==> config.mk <==
export PLATFORM = sky130hd
export DESIGN_NAME = crc16_frame_builder_flat
export DESIGN_NICKNAME = d
export VERILOG_FILES = /design/src/design/cfb_pkg.sv /design/src/design/cfb_in_if.sv /design/src/design/cfb_out_if.sv /design/src/design/cfb_gen.sv /design/src/design/crc16_frame_builder.sv /design/src/flat_wrapper.sv
export SDC_FILE = /design/constraint.sdc
export NUM_CORES = 1
export LEC_CHECK = 0
export ABC_CLOCK_PERIOD_IN_PS = 3900
export BUFFER_PORTS_ARGS = -buffer_cell sky130_fd_sc_hd__buf_2
export CAP_MARGIN = 20
export CORE_ASPECT_RATIO = 0.6
export CORE_MARGIN = 2
export CORE_UTILIZATION = 45
export DETAILED_ROUTE_END_ITERATION = 12
export SLEW_MARGIN = 15
export SYNTH_ARGS = -nofsm -noshare
export SYNTH_HDL_FRONTEND = slang
export SYNTH_SLANG_ARGS = --single-unit
export TNS_END_PERCENT = 50
==> constraint.sdc <==
create_clock -name clk -period 3.9 [get_ports clk]
set_clock_uncertainty 0.05 [all_clocks]
set_input_delay 0.195 -clock clk [delete_from_list [all_inputs] [get_ports clk]]
set_output_delay 0.195 -clock clk [all_outputs]
set_load 0.03 [all_outputs]
==> src/design/cfb_pkg.sv <==
// shared constants, types and crc function for the crc16 frame builder
package cfb_pkg;

  localparam int unsigned BYTE_W    = 8;
  localparam int unsigned CRC_W     = 16;
  localparam int unsigned CFG_IDX_W = 1;
  localparam int unsigned CFG_DAT_W = 8;

  localparam logic [CRC_W-1:0]  CRC_INIT = 16'hFFFF;
  localparam logic [CRC_W-1:0]  CRC_POLY = 16'hA001;
  localparam logic [BYTE_W-1:0] SYNC_A   = 8'hAA;
  localparam logic [BYTE_W-1:0] SYNC_B   = 8'h55;

  localparam logic [CFG_IDX_W-1:0] REG_MESSAGE_ID     = 1'b0;
  localparam logic [CFG_IDX_W-1:0] REG_PAYLOAD_LENGTH = 1'b1;

  localparam logic REQ_START   = 1'b0;
  localparam logic REQ_PAYLOAD = 1'b1;

  typedef struct packed {
    logic              is_start;
    logic              close;
    logic [BYTE_W-1:0] len;
    logic [BYTE_W-1:0] seq;
    logic [BYTE_W-1:0] id;
    logic [BYTE_W-1:0] data;
  } gen_cmd_t;

  function automatic logic [CRC_W-1:0] crc_fold(input logic [CRC_W-1:0] crc,
                                                 input logic [BYTE_W-1:0] b);
    logic [CRC_W-1:0] c;
    c = crc ^ {{(CRC_W-BYTE_W){1'b0}}, b};
    for (int k = 0; k < BYTE_W; k++) begin
      c = c[0] ? ((c >> 1) ^ CRC_POLY) : (c >> 1);
    end
    return c;
  endfunction

endpackage

==> src/design/cfb_in_if.sv <==
// request channel: valid/ready plus request type and payload byte
interface cfb_in_if;
  import cfb_pkg::*;

  logic              valid;
  logic              ready;
  logic              req_type;
  logic [BYTE_W-1:0] payload_byte;

  modport source (output valid, output req_type, output payload_byte, input ready);
  modport sink   (input valid, input req_type, input payload_byte, output ready);
endinterface

==> src/design/cfb_out_if.sv <==
// frame byte channel: valid/ready plus frame byte and run/frame flags
interface cfb_out_if;
  import cfb_pkg::*;

  logic              valid;
  logic              ready;
  logic [BYTE_W-1:0] frame_byte;
  logic              last_in_run;
  logic              frame_end;

  modport source (output valid, output frame_byte, output last_in_run, output frame_end,
                  input ready);
  modport sink   (input valid, input frame_byte, input last_in_run, input frame_end,
                  output ready);
endinterface

==> src/design/cfb_gen.sv <==
// byte sequencer: emits header, payload and crc bytes, folding the crc per byte
module cfb_gen (
  input  logic              clk,
  input  logic              rst_n,
  input  cfb_pkg::gen_cmd_t cmd,
  input  logic              cmd_load,
  output logic              gen_ready,
  cfb_out_if.source         out_ch
);
  import cfb_pkg::*;

  typedef enum logic [3:0] {
    ST_IDLE,
    ST_SYNC_A,
    ST_SYNC_B,
    ST_LEN,
    ST_SEQ,
    ST_ID,
    ST_HCRC_LO,
    ST_HCRC_HI,
    ST_DATA,
    ST_FCRC_LO,
    ST_FCRC_HI
  } step_t;

  step_t             step_r, step_nxt;
  logic              close_r;
  logic [BYTE_W-1:0] len_r, seq_r, id_r, data_r, hold_r;
  logic [CRC_W-1:0]  crc_r;
  logic              out_valid_r, out_last_r, out_end_r;
  logic [BYTE_W-1:0] out_byte_r;

  logic              busy, fire;
  logic [BYTE_W-1:0] cur_byte;
  logic              cur_last, cur_end, cur_fold, cur_hold;
  logic [CRC_W-1:0]  crc_base;

  assign busy = (step_r != ST_IDLE);
  assign fire = busy && (!out_valid_r || out_ch.ready);
  assign gen_ready = !busy || (fire && cur_last);

  always_comb begin
    cur_byte = data_r;
    cur_last = 1'b0;
    cur_end  = 1'b0;
    cur_fold = 1'b1;
    cur_hold = 1'b0;
    crc_base = crc_r;
    step_nxt = ST_IDLE;
    case (step_r)
      ST_SYNC_A: begin
        cur_byte = SYNC_A;
        crc_base = CRC_INIT;
        step_nxt = ST_SYNC_B;
      end
      ST_SYNC_B: begin
        cur_byte = SYNC_B;
        step_nxt = ST_LEN;
      end
      ST_LEN: begin
        cur_byte = len_r;
        step_nxt = ST_SEQ;
      end
      ST_SEQ: begin
        cur_byte = seq_r;
        step_nxt = ST_ID;
      end
      ST_ID: begin
        cur_byte = id_r;
        step_nxt = ST_HCRC_LO;
      end
      ST_HCRC_LO: begin
        cur_byte = crc_r[BYTE_W-1:0];
        cur_hold = 1'b1;
        step_nxt = ST_HCRC_HI;
      end
      ST_HCRC_HI: begin
        cur_byte = hold_r;
        cur_last = !close_r;
        step_nxt = close_r ? ST_FCRC_LO : ST_IDLE;
      end
      ST_DATA: begin
        cur_byte = data_r;
        cur_last = !close_r;
        step_nxt = close_r ? ST_FCRC_LO : ST_IDLE;
      end
      ST_FCRC_LO: begin
        cur_byte = crc_r[BYTE_W-1:0];
        cur_fold = 1'b0;
        cur_hold = 1'b1;
        step_nxt = ST_FCRC_HI;
      end
      ST_FCRC_HI: begin
        cur_byte = hold_r;
        cur_fold = 1'b0;
        cur_last = 1'b1;
        cur_end  = 1'b1;
        step_nxt = ST_IDLE;
      end
      default: begin
        cur_fold = 1'b0;
        step_nxt = ST_IDLE;
      end
    endcase
  end

  always_ff @(posedge clk) begin
    if (!rst_n) begin
      step_r      <= ST_IDLE;
      out_valid_r <= 1'b0;
      crc_r       <= CRC_INIT;
    end else begin
      if (fire) begin
        out_valid_r <= 1'b1;
        out_byte_r  <= cur_byte;
        out_last_r  <= cur_last;
        out_end_r   <= cur_end;
        if (cur_fold) begin
          crc_r <= crc_fold(crc_base, cur_byte);
        end
        if (cur_hold) begin
          hold_r <= crc_r[CRC_W-1:BYTE_W];
        end
      end else if (out_ch.ready) begin
        out_valid_r <= 1'b0;
      end
      if (cmd_load) begin
        step_r  <= cmd.is_start ? ST_SYNC_A : ST_DATA;
        close_r <= cmd.close;
        len_r   <= cmd.len;
        seq_r   <= cmd.seq;
        id_r    <= cmd.id;
        data_r  <= cmd.data;
      end else if (fire) begin
        step_r  <= step_nxt;
      end
    end
  end

  assign out_ch.valid       = out_valid_r;
  assign out_ch.frame_byte  = out_byte_r;
  assign out_ch.last_in_run = out_last_r;
  assign out_ch.frame_end   = out_end_r;

endmodule

==> src/design/crc16_frame_builder.sv <==
// top level: configuration registers, frame bookkeeping and byte sequencer
// A start beat yields seven frame bytes (AA 55 LEN SEQ ID and the header CRC, low byte
// first), nine when payload_length is 0; a payload beat yields its byte, followed by the
// two frame CRC bytes on the last one. Frame bytes leave at one per cycle while the sink is
// ready, from a single output register, and the CRC is folded one byte per cycle as each
// byte is issued. The next request is taken in the cycle its predecessor's last byte is
// issued, so payload bytes stream at one per cycle while the sink is ready. Payload beats
// outside an open frame are taken and dropped. message_id and payload_length are sampled
// on the start beat; write them only while the block is idle.
module crc16_frame_builder (
  input  logic                            clk,
  input  logic                            rst_n,
  input  logic                            cfg_we,
  input  logic [cfb_pkg::CFG_IDX_W-1:0]   cfg_index,
  input  logic [cfb_pkg::CFG_DAT_W-1:0]   cfg_wdata,
  cfb_in_if.sink                          in_ch,
  cfb_out_if.source                       out_ch
);
  import cfb_pkg::*;

  logic [BYTE_W-1:0] message_id_r, payload_length_r;
  logic [BYTE_W-1:0] seq_r, remaining_r;
  logic              open_r;

  logic              gen_ready, accept, is_start, cmd_load;
  logic [BYTE_W-1:0] seq_inc;
  gen_cmd_t          cmd;

  assign in_ch.ready = gen_ready;
  assign accept      = in_ch.valid && gen_ready;
  assign is_start    = (in_ch.req_type == REQ_START);
  assign cmd_load    = accept && (is_start || open_r);
  assign seq_inc     = seq_r + BYTE_W'(1);

  always_comb begin
    cmd.is_start = is_start;
    cmd.len      = payload_length_r;
    cmd.seq      = seq_inc;
    cmd.id       = message_id_r;
    cmd.data     = in_ch.payload_byte;
    cmd.close    = is_start ? (payload_length_r == '0) : (remaining_r == BYTE_W'(1));
  end

  always_ff @(posedge clk) begin
    if (!rst_n) begin
      message_id_r     <= BYTE_W'(1);
      payload_length_r <= BYTE_W'(64);
      seq_r            <= '0;
      remaining_r      <= '0;
      open_r           <= 1'b0;
    end else begin
      if (cfg_we) begin
        case (cfg_index)
          REG_MESSAGE_ID:     message_id_r     <= cfg_wdata;
          REG_PAYLOAD_LENGTH: payload_length_r <= cfg_wdata;
          default: ;
        endcase
      end
      if (cmd_load) begin
        if (is_start) begin
          seq_r       <= seq_inc;
          remaining_r <= payload_length_r;
          open_r      <= (payload_length_r != '0);
        end else begin
          remaining_r <= remaining_r - BYTE_W'(1);
          open_r      <= (remaining_r != BYTE_W'(1));
        end
      end
    end
  end

  cfb_gen u_gen (
    .clk       (clk),
    .rst_n     (rst_n),
    .cmd       (cmd),
    .cmd_load  (cmd_load),
    .gen_ready (gen_ready),
    .out_ch    (out_ch)
  );

endmodule
==> src/flat_wrapper.sv <==
// flat-port wrapper written by rule: the top's interface ports become plain ports
module crc16_frame_builder_flat import cfb_pkg::*;
  (clk, rst_n, cfg_we, cfg_index, cfg_wdata, in_ch_valid, in_ch_req_type, in_ch_payload_byte, in_ch_ready, out_ch_valid, out_ch_frame_byte, out_ch_last_in_run, out_ch_frame_end, out_ch_ready);
  cfb_in_if in_ch_i ();
  cfb_out_if out_ch_i ();
  input  logic clk;
  input  logic rst_n;
  input  logic cfg_we;
  input  logic [cfb_pkg::CFG_IDX_W-1:0] cfg_index;
  input  logic [cfb_pkg::CFG_DAT_W-1:0] cfg_wdata;
  input wire logic [$bits(in_ch_i.valid)-1:0] in_ch_valid;
  input wire logic [$bits(in_ch_i.req_type)-1:0] in_ch_req_type;
  input wire logic [$bits(in_ch_i.payload_byte)-1:0] in_ch_payload_byte;
  output wire logic [$bits(in_ch_i.ready)-1:0] in_ch_ready;
  output wire logic [$bits(out_ch_i.valid)-1:0] out_ch_valid;
  output wire logic [$bits(out_ch_i.frame_byte)-1:0] out_ch_frame_byte;
  output wire logic [$bits(out_ch_i.last_in_run)-1:0] out_ch_last_in_run;
  output wire logic [$bits(out_ch_i.frame_end)-1:0] out_ch_frame_end;
  input wire logic [$bits(out_ch_i.ready)-1:0] out_ch_ready;
  assign in_ch_i.valid = in_ch_valid;
  assign in_ch_i.req_type = in_ch_req_type;
  assign in_ch_i.payload_byte = in_ch_payload_byte;
  assign in_ch_ready = in_ch_i.ready;
  assign out_ch_valid = out_ch_i.valid;
  assign out_ch_frame_byte = out_ch_i.frame_byte;
  assign out_ch_last_in_run = out_ch_i.last_in_run;
  assign out_ch_frame_end = out_ch_i.frame_end;
  assign out_ch_i.ready = out_ch_ready;
  crc16_frame_builder u_core (.clk(clk), .rst_n(rst_n), .cfg_we(cfg_we), .cfg_index(cfg_index), .cfg_wdata(cfg_wdata), .in_ch(in_ch_i), .out_ch(out_ch_i));
endmodule
==> results.txt, run 1 <==
The flow ran to the end, and the final reports show no timing, DRC or antenna violations. For this run, the detailed router's first-pass iteration total came to 5. Hold repair after CTS inserted 8 buffers. Setup violations remaining at the end of the flow were counted as 0. The setup slack of the worst register-to-register path is 0.48 ns. The number of buffers between clock root and the deepest sink came out at 2. The H-tree level count came out at 3.

The classification of the worst setup path is reg -> reg. The die outline height is 86.6 um. The worst pin sits at a relative slew slack of 43.9%. Max-cap violations in this run came to 0. The number of antenna violations at the first check in global routing was 0. The summed instance area of the synthesized netlist came out at 5110 sq um.

Dividing total power by cell area gives a power density of 697 nW/um^2. In the final timing run, aggregate negative setup slack is 0 ns. The signed area change from the synthesized netlist to the final layout is 13.3%.

The count of input and output buffers is 34. The library cell used most frequently in the layout, excluding fill and tap cells, is sky130_fd_sc_hd__nand2_1. After synthesis, the largest family of logic cells by area is simple AND/OR/NAND/NOR gates. Of the cells placed in the final design, the portion with a size suffix greater than 1 is 14.5%. Clock latency on the worst-skew pair, taken at its later pin, is 0.35 ns.

The wire length of the first global-routing pass is 20500 um. Setup repair after global routing left no endpoint under its margin. After Yosys synthesis, full adders, half adders and majority gates account for 0.734% of the synthesized area. STA classifies the critical path startpoint as a flop. The count of different cell masters after synthesis came out at 74. Gates resized during post-CTS repair numbered 0. The vias after detailed routing is 3986. The clock net sink count came out at 105. The number of synthesized flops with an enable pin came out at 51. In the routed design, unresolved DRC markers number 0. The class of the tightest hold or removal check is in -> reg. The portion of netlist area occupied by mux cells is 0.587%. Signal routing reaches up to met4. The number of max-slew violations in the final report is 0. For the pin with the worst max-slew slack, the measured transition is 0.839 ns. The cell row count came out at 30. Entering global routing, the biggest net connects 36 pins. The register area share after synthesis is 51.1%. The maximum operating frequency came out at 293 MHz. The worst hold slack is 0.0442 ns.

The synthesized area divided by synthesized cell count is 9.80 sq um. The worst voltage drop across the vdd grid came out at 273 uV. Leaving out filler cells and counting taps, the final layout contains 704. Across all setup checks in the final design, the least slack found is 0.484 ns. The horizontal die dimension is 142 um. The vias per cell is 5.66. The final weighted congestion in routability-driven placement came out at 0.875. 0 antenna diodes ended up in the layout.

After Yosys synthesis, XOR and XNOR cells account for 6.43% of the synthesized area. The fraction of registers with async set/reset came out at 0%. Summed over all cells, the static leakage comes to 2.20 nW. Across every metal layer, demand over resource in global routing totals 22.6%. Detailed routing placed a total of 1120 um of wire on met3. The wire-length estimate of the detail-placed layout is 9640 um.

The routed length on met2 is 4610 um. The initial core utilization came out at 45.7%. Global routing finished with a remaining overflow of 0. The area inside the core boundary came out at 11200 sq um. The number of nets in the synthesized netlist is 548.

The number of cells after detailed placement is 680. The portion of the clock cycle consumed by the worst path in the final layout is 87.6%. The maximum fanout count along the critical path came out at 20. The data arrival time of the critical path came out at 3.63 ns. The routed design has 13100 um of wire. The total CTS buffers came out at 9. The share of the synthesized area in compound gates (AO/OA/AOI/OAI) is 16.4%. The clock period could shrink to 3.42 ns. After Yosys synthesis, and, or, nand and nor cells account for 20.6% of the synthesized area. The number of post-CTS setup repair buffers came out at 0.

In this run the remaining antenna-violating nets after routing total 0. The via count of the first global-routing pass came to 3583. The number of hold violations in the final report came out at 0. The die footprint came out at 12300 sq um. TritonCTS built the clock tree. The worst setup path is captured at a flop. The post-synthesis instance total is 522. The synthesized design contains 105 register bits. The average routed wire per standard cell came out at 18.6 um. The predominant post-synthesis flop cell is sky130_fd_sc_hd__dfxtp_1.

The number of design-rule violations left by the first detailed-router iteration came out at 438. The detailed router put a total of 7250 um of wire on met1. The clock input transition at the sequential cells of the worst setup and hold paths is 0.07 ns. Clock tree synthesis selected as its root buffer the cell sky130_fd_sc_hd__clkbuf_16. The synthesis warning total came out at 0. The pre-CTS setup slack is 0.592 ns. The layout net count is 581. In the layout the commonest cells are sky130_fd_sc_hd__nand2_1 (61), sky130_fd_sc_hd__dfxtp_1 (54), sky130_fd_sc_hd__nor2_1 (51), sky130_fd_sc_hd__edfxtp_1 (51). The I/O pin count came out at 35. The critical path data required time came out at 4.11 ns.
layout make-up:
cell class | instances | area, sq um
multi-input combinational | 369 | 2290
sequential | 105 | 2610
clock inverter | 7 | 85.1
inverter | 16 | 60.1
timing repair buffer | 54 | 340
clock buffer | 9 | 225
tap | 144 | 180
fill | 1016 | 5390
critical path: stages, from the launching register on:
cell                       delay, ns
sky130_fd_sc_hd__dfxtp_1        0.71
sky130_fd_sc_hd__buf_4          0.30
sky130_fd_sc_hd__nor2b_1        0.34
sky130_fd_sc_hd__a21o_1         0.27
sky130_fd_sc_hd__a21oi_1        0.13
sky130_fd_sc_hd__a21oi_2        0.25
sky130_fd_sc_hd__xor3_1         0.41
sky130_fd_sc_hd__xor3_2         0.46
sky130_fd_sc_hd__nor4b_2        0.18
sky130_fd_sc_hd__a311oi_2       0.21
synthesized netlist by cell type, types with 2 or more instances:
library cell | count | area, sq um
sky130_fd_sc_hd__nand2_1 | 61 | 229
sky130_fd_sc_hd__dfxtp_1 | 54 | 1080
sky130_fd_sc_hd__nor2_1 | 52 | 195
sky130_fd_sc_hd__edfxtp_1 | 51 | 1530
sky130_fd_sc_hd__a21oi_1 | 34 | 170
sky130_fd_sc_hd__nand3_1 | 23 | 115
sky130_fd_sc_hd__clkbuf_1 | 21 | 78.8
sky130_fd_sc_hd__xnor2_1 | 17 | 149
sky130_fd_sc_hd__inv_1 | 15 | 56.3
sky130_fd_sc_hd__nor2b_1 | 15 | 93.8
sky130_fd_sc_hd__xor2_1 | 15 | 131
sky130_fd_sc_hd__o21ai_0 | 13 | 65.1
sky130_fd_sc_hd__nand2b_1 | 10 | 62.6
sky130_fd_sc_hd__nor3_1 | 10 | 50.1
sky130_fd_sc_hd__o211ai_1 | 8 | 60.1
sky130_fd_sc_hd__o21ai_1 | 6 | 30.0
sky130_fd_sc_hd__o22ai_1 | 6 | 37.5
sky130_fd_sc_hd__or3_1 | 6 | 37.5
sky130_fd_sc_hd__a21o_1 | 5 | 37.5
sky130_fd_sc_hd__a22o_1 | 5 | 43.8
sky130_fd_sc_hd__and2_1 | 5 | 31.3
sky130_fd_sc_hd__buf_2 | 5 | 25.0
sky130_fd_sc_hd__a21oi_2 | 4 | 35.0
sky130_fd_sc_hd__a221oi_1 | 4 | 35.0
sky130_fd_sc_hd__a31oi_1 | 4 | 25.0
sky130_fd_sc_hd__and3_1 | 4 | 25.0
sky130_fd_sc_hd__a211oi_1 | 3 | 22.5
sky130_fd_sc_hd__buf_4 | 3 | 22.5
sky130_fd_sc_hd__ha_1 | 3 | 37.5
sky130_fd_sc_hd__mux2i_1 | 3 | 30.0
sky130_fd_sc_hd__nor3b_1 | 3 | 22.5
sky130_fd_sc_hd__o21a_1 | 3 | 22.5
sky130_fd_sc_hd__a32o_1 | 2 | 20.0
sky130_fd_sc_hd__a32oi_1 | 2 | 17.5
sky130_fd_sc_hd__and4bb_1 | 2 | 25.0
sky130_fd_sc_hd__buf_6 | 2 | 22.5
sky130_fd_sc_hd__nand3b_1 | 2 | 15.0
sky130_fd_sc_hd__nor2_2 | 2 | 12.5
sky130_fd_sc_hd__nor4b_1 | 2 | 17.5
sky130_fd_sc_hd__or2_1 | 2 | 12.5
sky130_fd_sc_hd__or3b_1 | 2 | 17.5
cells by family (layout without fill, tap and decap cells):
| group | count (synthesis) | count (layout) |
|---|---|---|
| simple gates | 210 | 210 |
| compound gates | 119 | 119 |
| fa+ha+maj | 3 | 3 |
| buf+inv | 48 | 86 |
| xor+xnor | 34 | 34 |
| mux | 3 | 3 |
| flops | 105 | 105 |
report_power, final:
| group | internal, mW | leakage, nW | switching [mW] |
|---|---|---|---|
| clock network | 0.512 | 0.154 | 0.430 |
| registers | 1.33 | 0.910 | 0.135 |
| logic | 0.679 | 1.14 | 0.950 |
| total | 2.53 | 2.20 | 1.51 |
path summary, 6_finish.rpt:
check                                      startpoint                                   to  cells past startpoint
hold / removal                           cfg_wdata[4]  u_core.message_id_r[4]$_SDFFE_PN0P_                      3
setup reg to reg  u_core.u_gen.step_r[1]$_SDFFE_PN0P_  u_core.u_gen.crc_r[15]$_SDFFE_PN1P_                      9
setup / recovery  u_core.u_gen.step_r[1]$_SDFFE_PN0P_  u_core.u_gen.crc_r[15]$_SDFFE_PN1P_                      9
hold reg to reg   u_core.message_id_r[1]$_SDFFE_PN0P_       u_core.u_gen.id_r[1]$_DFFE_PP_                      0
through the flow:
step / total power [mW] / cell area (sq um) / util, %
final: 4.04 / 5800 / 51.8
after CTS: 4.04 / 5800 / 51.8
after global placement: 3.09 / 5410 / 48.3
after global routing: 4.27 / 5800 / 51.8
after floorplan: 2.71 / 5120 / -
after detailed placement: 3.08 / 5410 / 48.3
sequential cells by signal (all words and copies together), names as in the netlist:
signal / cells
u_core.payload_length_r: 8
u_core.u_gen.hold_r: 8
u_core.u_gen.id_r: 8
u_core.u_gen.out_ch.last_in_run: 1
u_core.u_gen.close_r: 1
u_core.u_gen.crc_r: 16
u_core.seq_r: 8
u_core.u_gen.out_ch.frame_byte: 8
u_core.u_gen.out_ch.frame_end: 1
u_core.remaining_r: 8
u_core.message_id_r: 8
u_core.u_gen.step_r: 4
u_core.u_gen.out_ch.valid: 1
u_core.u_gen.data_r: 8
u_core.u_gen.len_r: 8
u_core.open_r: 1
u_core.u_gen.seq_r: 8
per-layer routing:
| layer | vias up | GRT usage, % |
|---|---|---|
| li1 | 1934 | - |
| met1 | 1912 | 38.4 |
| met2 | 132 | 26.5 |
| met3 | 8 | 6.69 |
| met4 | 0 | 4.82 |
| met5 | - | 0 |
(Power assumes the default switching activity.)
==> inputs of run 2 (changes only) <==
--- a/config.mk
+++ b/config.mk
@@ -5,7 +5,7 @@
 export SDC_FILE = /design/constraint.sdc
 export NUM_CORES = 1
 export LEC_CHECK = 0
-export ABC_CLOCK_PERIOD_IN_PS = 3900
+export ABC_CLOCK_PERIOD_IN_PS = 3600
 export BUFFER_PORTS_ARGS = -buffer_cell sky130_fd_sc_hd__buf_2
 export CAP_MARGIN = 20
 export CORE_ASPECT_RATIO = 0.6
==> constraint.sdc (replaced) <==
create_clock -name clk -period 3.6 [get_ports clk]
set_clock_uncertainty 0.05 [all_clocks]
set_input_delay 0.18 -clock clk [delete_from_list [all_inputs] [get_ports clk]]
set_output_delay 0.18 -clock clk [all_outputs]
set_load 0.03 [all_outputs]
==> run 2 against run 1 <==
Effect of this change: flip-flop and latch count stayed put; sequential power is 9% higher; fmax is 3.1% higher; worst hold slack worse by 0.0036 ns; total power is 7.9% higher; setup slack worse by 0.20 ns; register-to-register slack worse by 0.20 ns; first-iteration DRC count is 1.8% lower; die area stayed put; global-route usage is 0.53 points higher; combinational power is 10% higher; clock power is 2% higher; critical path type unchanged; critical endpoint unchanged.
==> results.txt, run 2 (synthesis results as in run 1) <==
The via count of the first global-routing pass is 3691 (+3.0%). The vias after detailed routing is 3988 (+0.050%). The HPWL reported at the end of detailed placement is 9670 um (+0.33%). The slew at the pin closest to its max-slew limit was 0.840 ns (+0.00181 ns). The maximum fanout count along the critical path is 20 (unchanged).

The cell depth of the worst flop-to-flop path came out at 9 (unchanged). The clock input transition at the sequential cells of the worst setup and hold paths is 0.07 ns (about the same). The maximum operating frequency came out at 302 MHz (+3.1%). The worst setup path is captured at a flop. The I/O pin count came out at 35 (unchanged).

The clock latency on the worst-skew pair came out at 0.35 ns (about the same). The tightest min-delay check is of the in -> reg type. The horizontal die dimension came to 142 um (unchanged). The layout net count is 585 (+0.69%). The fraction of layout cells with a size suffix above 1 came out at 15.2% (+0.78 points). The startpoint type of the worst setup path is a flop.

The total routed wirelength came out at 13300 um (+2.1%). The count of input and output buffers came out at 34 (unchanged). The remaining global-route overflow is 0 (unchanged). The most frequent standard cell in the layout excluding fill and tap cells is sky130_fd_sc_hd__nand2_1.

The worst voltage drop across the vdd grid came out at 309 uV (+13%). The total chip power came out at 4.36 mW (+7.9%). The die footprint came out at 12300 sq um (unchanged). The setup slack of the worst register-to-register path came out at 0.29 ns (-0.20 ns). The cell sitting at the root of the clock tree is a sky130_fd_sc_hd__clkbuf_16. TritonCTS built the clock tree. The remaining number of nets flagged by the antenna check after routing came out at 0 (unchanged). Traced cell by cell, the critical path runs through nor2b_1, a221oi_1, a221oi_1, nor2_2, xor2_1, xnor2_1, xor3_2, nor4b_2, a311oi_2. The signed area change from the synthesized netlist to the final layout came out at 13.7%.

The detailed-route DRC error count is 0 (unchanged). The critical path data required time is 3.81 ns (-0.30 ns). The number of instances on the worst hold path came to 3 (unchanged). The final weighted congestion in routability-driven placement is 0.915 (+4.7%). Counting stages on the worst path, the most repeated cell is sky130_fd_sc_hd__a221oi_1. Setup repair after global routing left no endpoint under its margin.

The power per cell area came to 750 nW/um^2 (+7.5%). The number of design-rule violations left by the first detailed-router iteration came to 430 (-1.8%). The portion of the clock cycle consumed by the worst path in the final layout came out at 92.0% (+4.5 points). The area taken by multi-input logic gates came out at 2290 sq um (unchanged). The cell with the largest stage delay on the worst path is sky130_fd_sc_hd__dfxtp_1. The accumulated negative setup slack came out at 0 ns (unchanged).

The number of setup violations in the final report is 0 (unchanged). The number of max-slew violations in the final report came out at 0 (unchanged). The number of antenna violations at the first check in global routing was 0 (unchanged). The data arrival time of the critical path came out at 3.52 ns (-0.11 ns).

The overall fraction of global-route tracks in use came out at 23.1% (+0.53 points). The library cells used most frequently in the layout, excluding fill and tap cells, are sky130_fd_sc_hd__nand2_1 (61), sky130_fd_sc_hd__dfxtp_1 (53), sky130_fd_sc_hd__nor2_1 (51), sky130_fd_sc_hd__edfxtp_1 (51). The number of antenna cells inserted is 0 (unchanged). The flip-flop count of the largest register, all copies and words added came out at 16 (unchanged). The critical path's largest stage delay came out at 0.76 ns (+0.05 ns). The critical path is of the reg -> reg type. The run finished with clean final reports. Counting flops per register, the top entry is u_core.u_gen.crc_r. The largest net degree at the start of global routing was 34 (-5.6%).

The area inside the core boundary was 11200 sq um (unchanged). The wire length of the first global-routing pass came out at 21100 um (+3.0%). The vias per cell came out at 5.63 (-0.52%).

The shortest period the worst path allows is 3.31 ns (-0.102 ns). The average routed wire per standard cell came out at 18.8 um (+1.5%). The number of buffers between clock root and the deepest sink is 2 (unchanged). The sequential standard cell area is 2610 sq um (about the same). The number of maximum-capacitance violations was 0 (unchanged). The number of detailed-routing iterations run before antenna repair came out at 6 (+1). The total CTS buffers came out at 9 (unchanged).

The total leakage power is 2.22 nW (+0.79%). The initial core utilization is 45.7% (unchanged). The cell row count is 30 (unchanged).

The H-tree level count is 3 (unchanged). The die outline height is 86.6 um (unchanged). The number of hold violations in the final report came out at 0 (unchanged). The number of fillers in the final layout is 1016 (unchanged). The clock net sink count is 105 (unchanged). The normalized max-slew margin is 43.8% (-0.12 points).
-- run 2: worst max-delay path, delay by kind of cell, from the launching register on --
family	cells	cell delay [ns]
and+or+nand+nor	3	0.74
AOI/OAI and AO/OA	3	0.82
xor gates and xnor gates	3	0.84
DFF	1	0.76
-- run 2: path summary, 6_finish.rpt --
path                                  startpoint                             endpoint
min                                 cfg_wdata[5]  u_core.message_id_r[5]$_SDFFE_PN0P_
max reg2reg  u_core.u_gen.step_r[3]$_SDFFE_PN0P_  u_core.u_gen.crc_r[15]$_SDFFE_PN1P_
max          u_core.u_gen.step_r[3]$_SDFFE_PN0P_  u_core.u_gen.crc_r[15]$_SDFFE_PN1P_
min reg2reg  u_core.message_id_r[6]$_SDFFE_PN0P_       u_core.u_gen.id_r[6]$_DFFE_PP_
-- run 2: per-stage QoR --
step | area (sq um) | cells | setup slack (ns) | util (%) | hold slack (ns)
floorplan | 5120 | 522 | 0.115 | - | 0.229
global placement | 5450 | 684 | 0.372 | 48.7 | 0.308
detailed placement | 5450 | 684 | 0.304 | 48.7 | 0.308
CTS | 5820 | 708 | 0.285 | 52.0 | 0.0244
global route | 5820 | 708 | 0.0913 | 52.0 | 0.0318
finish | 5820 | 708 | 0.286 | 52.0 | 0.0406
-- run 2: power by group --
group / internal, mW / switching [mW]
Clock: 0.499 / 0.462
Sequential: 1.45 / 0.153
Combinational: 0.759 / 1.04
-- run 2: layout make-up --
class	count	share of cell area (%)
clock inverter	6	0.839
clock buffer	10	4.11
multi-input combinational	369	39.4
inverter	16	1.03
timing repair buffer	58	6.58
tap	144	3.10
sequential	105	44.9
-- run 2: repair_timing --
item | CTS | global route
hold buffers | 8 | 0
endpoints found under the setup margin | 0 | 1
resized for setup | 0 | 1
setup buffers | 0 | 0
hold endpoints to repair | 8 | 0
-- run 2: metal layers --
metal	GRT usage [%]	vias up	wire length [um]
li1	-	1936	-
met1	38.4	1880	7270
met2	28.5	165	4790
met3	6.46	7	1180
met4	5.09	0	101
met5	0	-	0
==> inputs of run 3 (changes only) <==
--- a/config.mk
+++ b/config.mk
@@ -9,7 +9,7 @@
 export BUFFER_PORTS_ARGS = -buffer_cell sky130_fd_sc_hd__buf_2
 export CAP_MARGIN = 20
 export CORE_ASPECT_RATIO = 0.6
-export CORE_MARGIN = 2
+export CORE_MARGIN = 4
 export CORE_UTILIZATION = 45
 export DETAILED_ROUTE_END_ITERATION = 12
 export SLEW_MARGIN = 15
==> run 3 against run 2 <==
Effect of this change: final area is 0.28% lower; global-route usage shrank 2.5 points; clock power down 3.3%; flip-flop and latch count unchanged; register-to-register slack worse by 0.08 ns; sequential power about the same; setup slack lost 0.079 ns; critical path depth did not move; core utilization increased by 1.6 points; critical endpoint unchanged; largest cell class unchanged; total power fell by 0.29%; first-iteration DRC count increased by 7.4%; highest routed layer unchanged.
==> results.txt, run 3 (synthesis results as in run 1) <==
The internal power component came to 2.70 mW (about the same). The clock latency on the worst-skew pair came out at 0.35 ns (about the same). The tightest min-delay check is of the in -> reg type. In this run the critical register-to-register path is launched from u_core.u_gen.step_r[3]$_SDFFE_PN0P_. The total non-filler cell area in the finished layout was 5800 sq um (-0.28%). The normalized max-slew margin is 36.6% (-7.2 points).

The critical path data required time came out at 3.80 ns (about the same). The final weighted congestion in routability-driven placement was 0.880 (-3.8%). The largest net degree at the start of global routing is 36 (+5.9%).

The maximum operating frequency is 295 MHz (-2.3%). The proportion of total power due to net switching came out at 37.9% (-0.12 points). The startpoint identified for the worst hold timing path is cfg_wdata[7].

TritonCTS built the clock tree. Leaving out fill and tap cells, the most frequent cells in the layout are sky130_fd_sc_hd__nand2_1 (61), sky130_fd_sc_hd__dfxtp_1 (54), sky130_fd_sc_hd__nor2_1 (51), sky130_fd_sc_hd__edfxtp_1 (51). The remaining number of nets flagged by the antenna check after routing came out at 0 (unchanged). The detailed-route DRC error count is 0 (unchanged). For hold timing, the worst endpoint is u_core.message_id_r[7]$_SDFFE_PN0P_. The sort of element at the end of the critical path is a flop. The tree is rooted in a sky130_fd_sc_hd__clkbuf_16. The flow ran to the end, and the final reports show no timing, DRC or antenna violations. The power per cell area is 750 nW/um^2 (about the same).

The proportion of power drawn by flip-flops and latches came out at 37.0% (+0.3 points). The total leakage power is 2.21 nW (-0.18%). The number of fillers in the final layout came to 978 (-3.7%). The switching power summed over all nets was 1.65 mW (-0.60%).

The startpoint type of the worst setup path is a flop. The fraction of layout cells with a size suffix above 1 came out at 15.1% (-0.18 points). The setup slack of the worst register-to-register path was 0.21 ns (-0.08 ns).

The data arrival time of the critical path came out at 3.60 ns (+0.08 ns). In this run the critical register-to-register path is captured at u_core.u_gen.crc_r[15]$_SDFFE_PN1P_. The remaining global-route overflow came out at 0 (unchanged). The area growth from synthesis to layout is 13.4%. The number of max-slew violations in the final report came out at 0 (unchanged). The vias per cell came out at 5.76 (+2.2%).

The HPWL reported at the end of detailed placement is 9700 um (+0.31%). The die footprint is 13200 sq um (+7.6%). The average routed wire per standard cell came out at 19.0 um (+0.82%). The cell depth of the worst flop-to-flop path was 9 (unchanged). The number of design-rule violations left by the first detailed-router iteration came out at 462 (+7.4%). The number of antenna violations at the first check in global routing came out at 0 (unchanged). Setup repair after global routing left no endpoint under its margin. The maximum fanout count along the critical path came to 21 (+5.0%). The number of maximum-capacitance violations came out at 0 (unchanged). The number of instances on the worst hold path is 3 (unchanged).

The most frequent standard cell in the layout excluding fill and tap cells is sky130_fd_sc_hd__nand2_1. The portion of total power attributed to the clock network came out at 21.4% (-0.7 points). The total CTS buffers is 9 (unchanged). The area after detailed placement is 5440 sq um (-0.11%). The H-tree level count came to 3 (unchanged).

The flip-flop count of the largest register, all copies and words added is 16 (unchanged). The accumulated negative setup slack came out at 0 ns (unchanged). The vias after detailed routing is 4046 (+1.5%).

The area inside the core boundary was 10800 sq um (-3.3%). The number of antenna cells inserted came out at 0 (unchanged). The post-cts gate resize count is 0 (unchanged).

The cell row count came out at 29 (-3.3%). The number of hold violations in the final report was 0 (unchanged). The via count of the first global-routing pass came out at 3684 (-0.19%). The I/O pin count came to 35 (unchanged). The portion of the clock cycle consumed by the worst path in the final layout is 94.2% (+2.2 points).

The die outline height came out at 90.6 um (+4.6%). The slew at the pin closest to its max-slew limit came out at 0.948 ns (+0.108 ns). The number of setup violations in the final report is 0 (unchanged). The overall fraction of global-route tracks in use came out at 20.6% (-2.5 points).

The horizontal die dimension is 146 um (+2.8%). The layout net count came to 585 (unchanged). The combinational share of power came out at 41.7% (+0.4 points). The total routed wirelength came to 13400 um (+0.11%).

The count of input and output buffers came out at 34 (unchanged). The clock net sink count came out at 105 (unchanged). The initial core utilization is 47.3% (+1.6 points). The classification of the worst setup path is reg -> reg.

The number of post-CTS setup repair buffers came out at 0 (unchanged). The number of detailed-routing iterations run before antenna repair came to 5 (-1). The worst voltage drop across the vdd grid is 427 uV (+38%). The register with the most flip-flops in the final layout is u_core.u_gen.crc_r.

The wire length of the first global-routing pass is 21300 um (+1.1%). The clock input transition at the sequential cells of the worst setup and hold paths came out at 0.07 ns (about the same). The shortest period the worst path allows is 3.39 ns (+0.0788 ns).

The number of buffers between clock root and the deepest sink came to 2 (unchanged).
-- run 3: area by class of cell --
cell class	count	area (sq um)	share of cell area (%)
Clock buffer	10	239	4.12
Clock inverter	6	40.0	0.690
Inverter	16	60.1	1.04
Multi-Input combinational cell	369	2290	39.5
Sequential cell	105	2610	45.0
Tap cell	139	174	3.00
Timing Repair Buffer	58	383	6.60
-- run 3: worst max-delay path by stage --
stage,startpoint,end,cells past startpoint
3_5_place_dp,u_core.u_gen.step_r[2]$_SDFFE_PN0P_,u_core.u_gen.crc_r[15]$_SDFFE_PN1P_,9
4_1_cts,u_core.u_gen.step_r[2]$_SDFFE_PN0P_,u_core.u_gen.crc_r[15]$_SDFFE_PN1P_,9
3_3_place_gp,u_core.u_gen.step_r[3]$_SDFFE_PN0P_,u_core.u_gen.crc_r[15]$_SDFFE_PN1P_,9
5_1_grt,u_core.u_gen.step_r[0]$_SDFFE_PN0P_,u_core.u_gen.crc_r[15]$_SDFFE_PN1P_,9
2_1_floorplan,u_core.u_gen.step_r[3]$_SDFFE_PN0P_,u_core.u_gen.close_r$_DFFE_PP_,10
6_report,u_core.u_gen.step_r[3]$_SDFFE_PN0P_,u_core.u_gen.crc_r[15]$_SDFFE_PN1P_,9
-- run 3: per-stage QoR --
step           hold WS (ns)  cells  worst slack, ns  total power [mW]  utilization, %
6_report             0.0327    703            0.208              4.35            53.6
5_1_grt              0.0410    703         0.000164              4.59            53.6
4_1_cts              0.0246    703            0.227              4.34            53.6
3_5_place_dp          0.313    679            0.256              3.40            50.3
3_3_place_gp          0.309    679            0.283              3.37            50.3
2_1_floorplan         0.229    522            0.115              2.94               -
-- run 3: power groups by stage --
stage               sequential (mW)  combinational [mW]  clock (mW)
floorplan                      1.61                1.33           0
global placement               1.62                1.75           0
detailed placement             1.63                1.77           0
CTS                            1.60                1.79       0.953
global route                   1.62                1.97       0.999
finish                         1.61                1.81       0.930
-- run 3: worst max-delay path, cell delays in order, from the launching register on --
cell and delay, ns:
sky130_fd_sc_hd__dfxtp_1 0.80, sky130_fd_sc_hd__nor2b_1 0.30, sky130_fd_sc_hd__a221oi_1 0.52, sky130_fd_sc_hd__a221oi_1 0.17, sky130_fd_sc_hd__nor2_2 0.21, sky130_fd_sc_hd__xor2_1 0.28, sky130_fd_sc_hd__xnor2_1 0.21, sky130_fd_sc_hd__xor3_2 0.36
sky130_fd_sc_hd__nor4b_2 0.19, sky130_fd_sc_hd__a311oi_2 0.21
-- run 3: repair_timing --
item                       4_1_cts  5_1_grt
hold endpoints to repair         8        0
hold buffers                     8        0
setup endpoints to repair        0        0
-- run 3: layer usage --
metal,vias to the layer above,part of all wire [%],global-route usage [%]
li1,1935,-,-
met3,14,10,5.37
met4,0,1.1,4.50
met5,-,0,0
met1,1921,52,34.6
met2,176,37,25.3
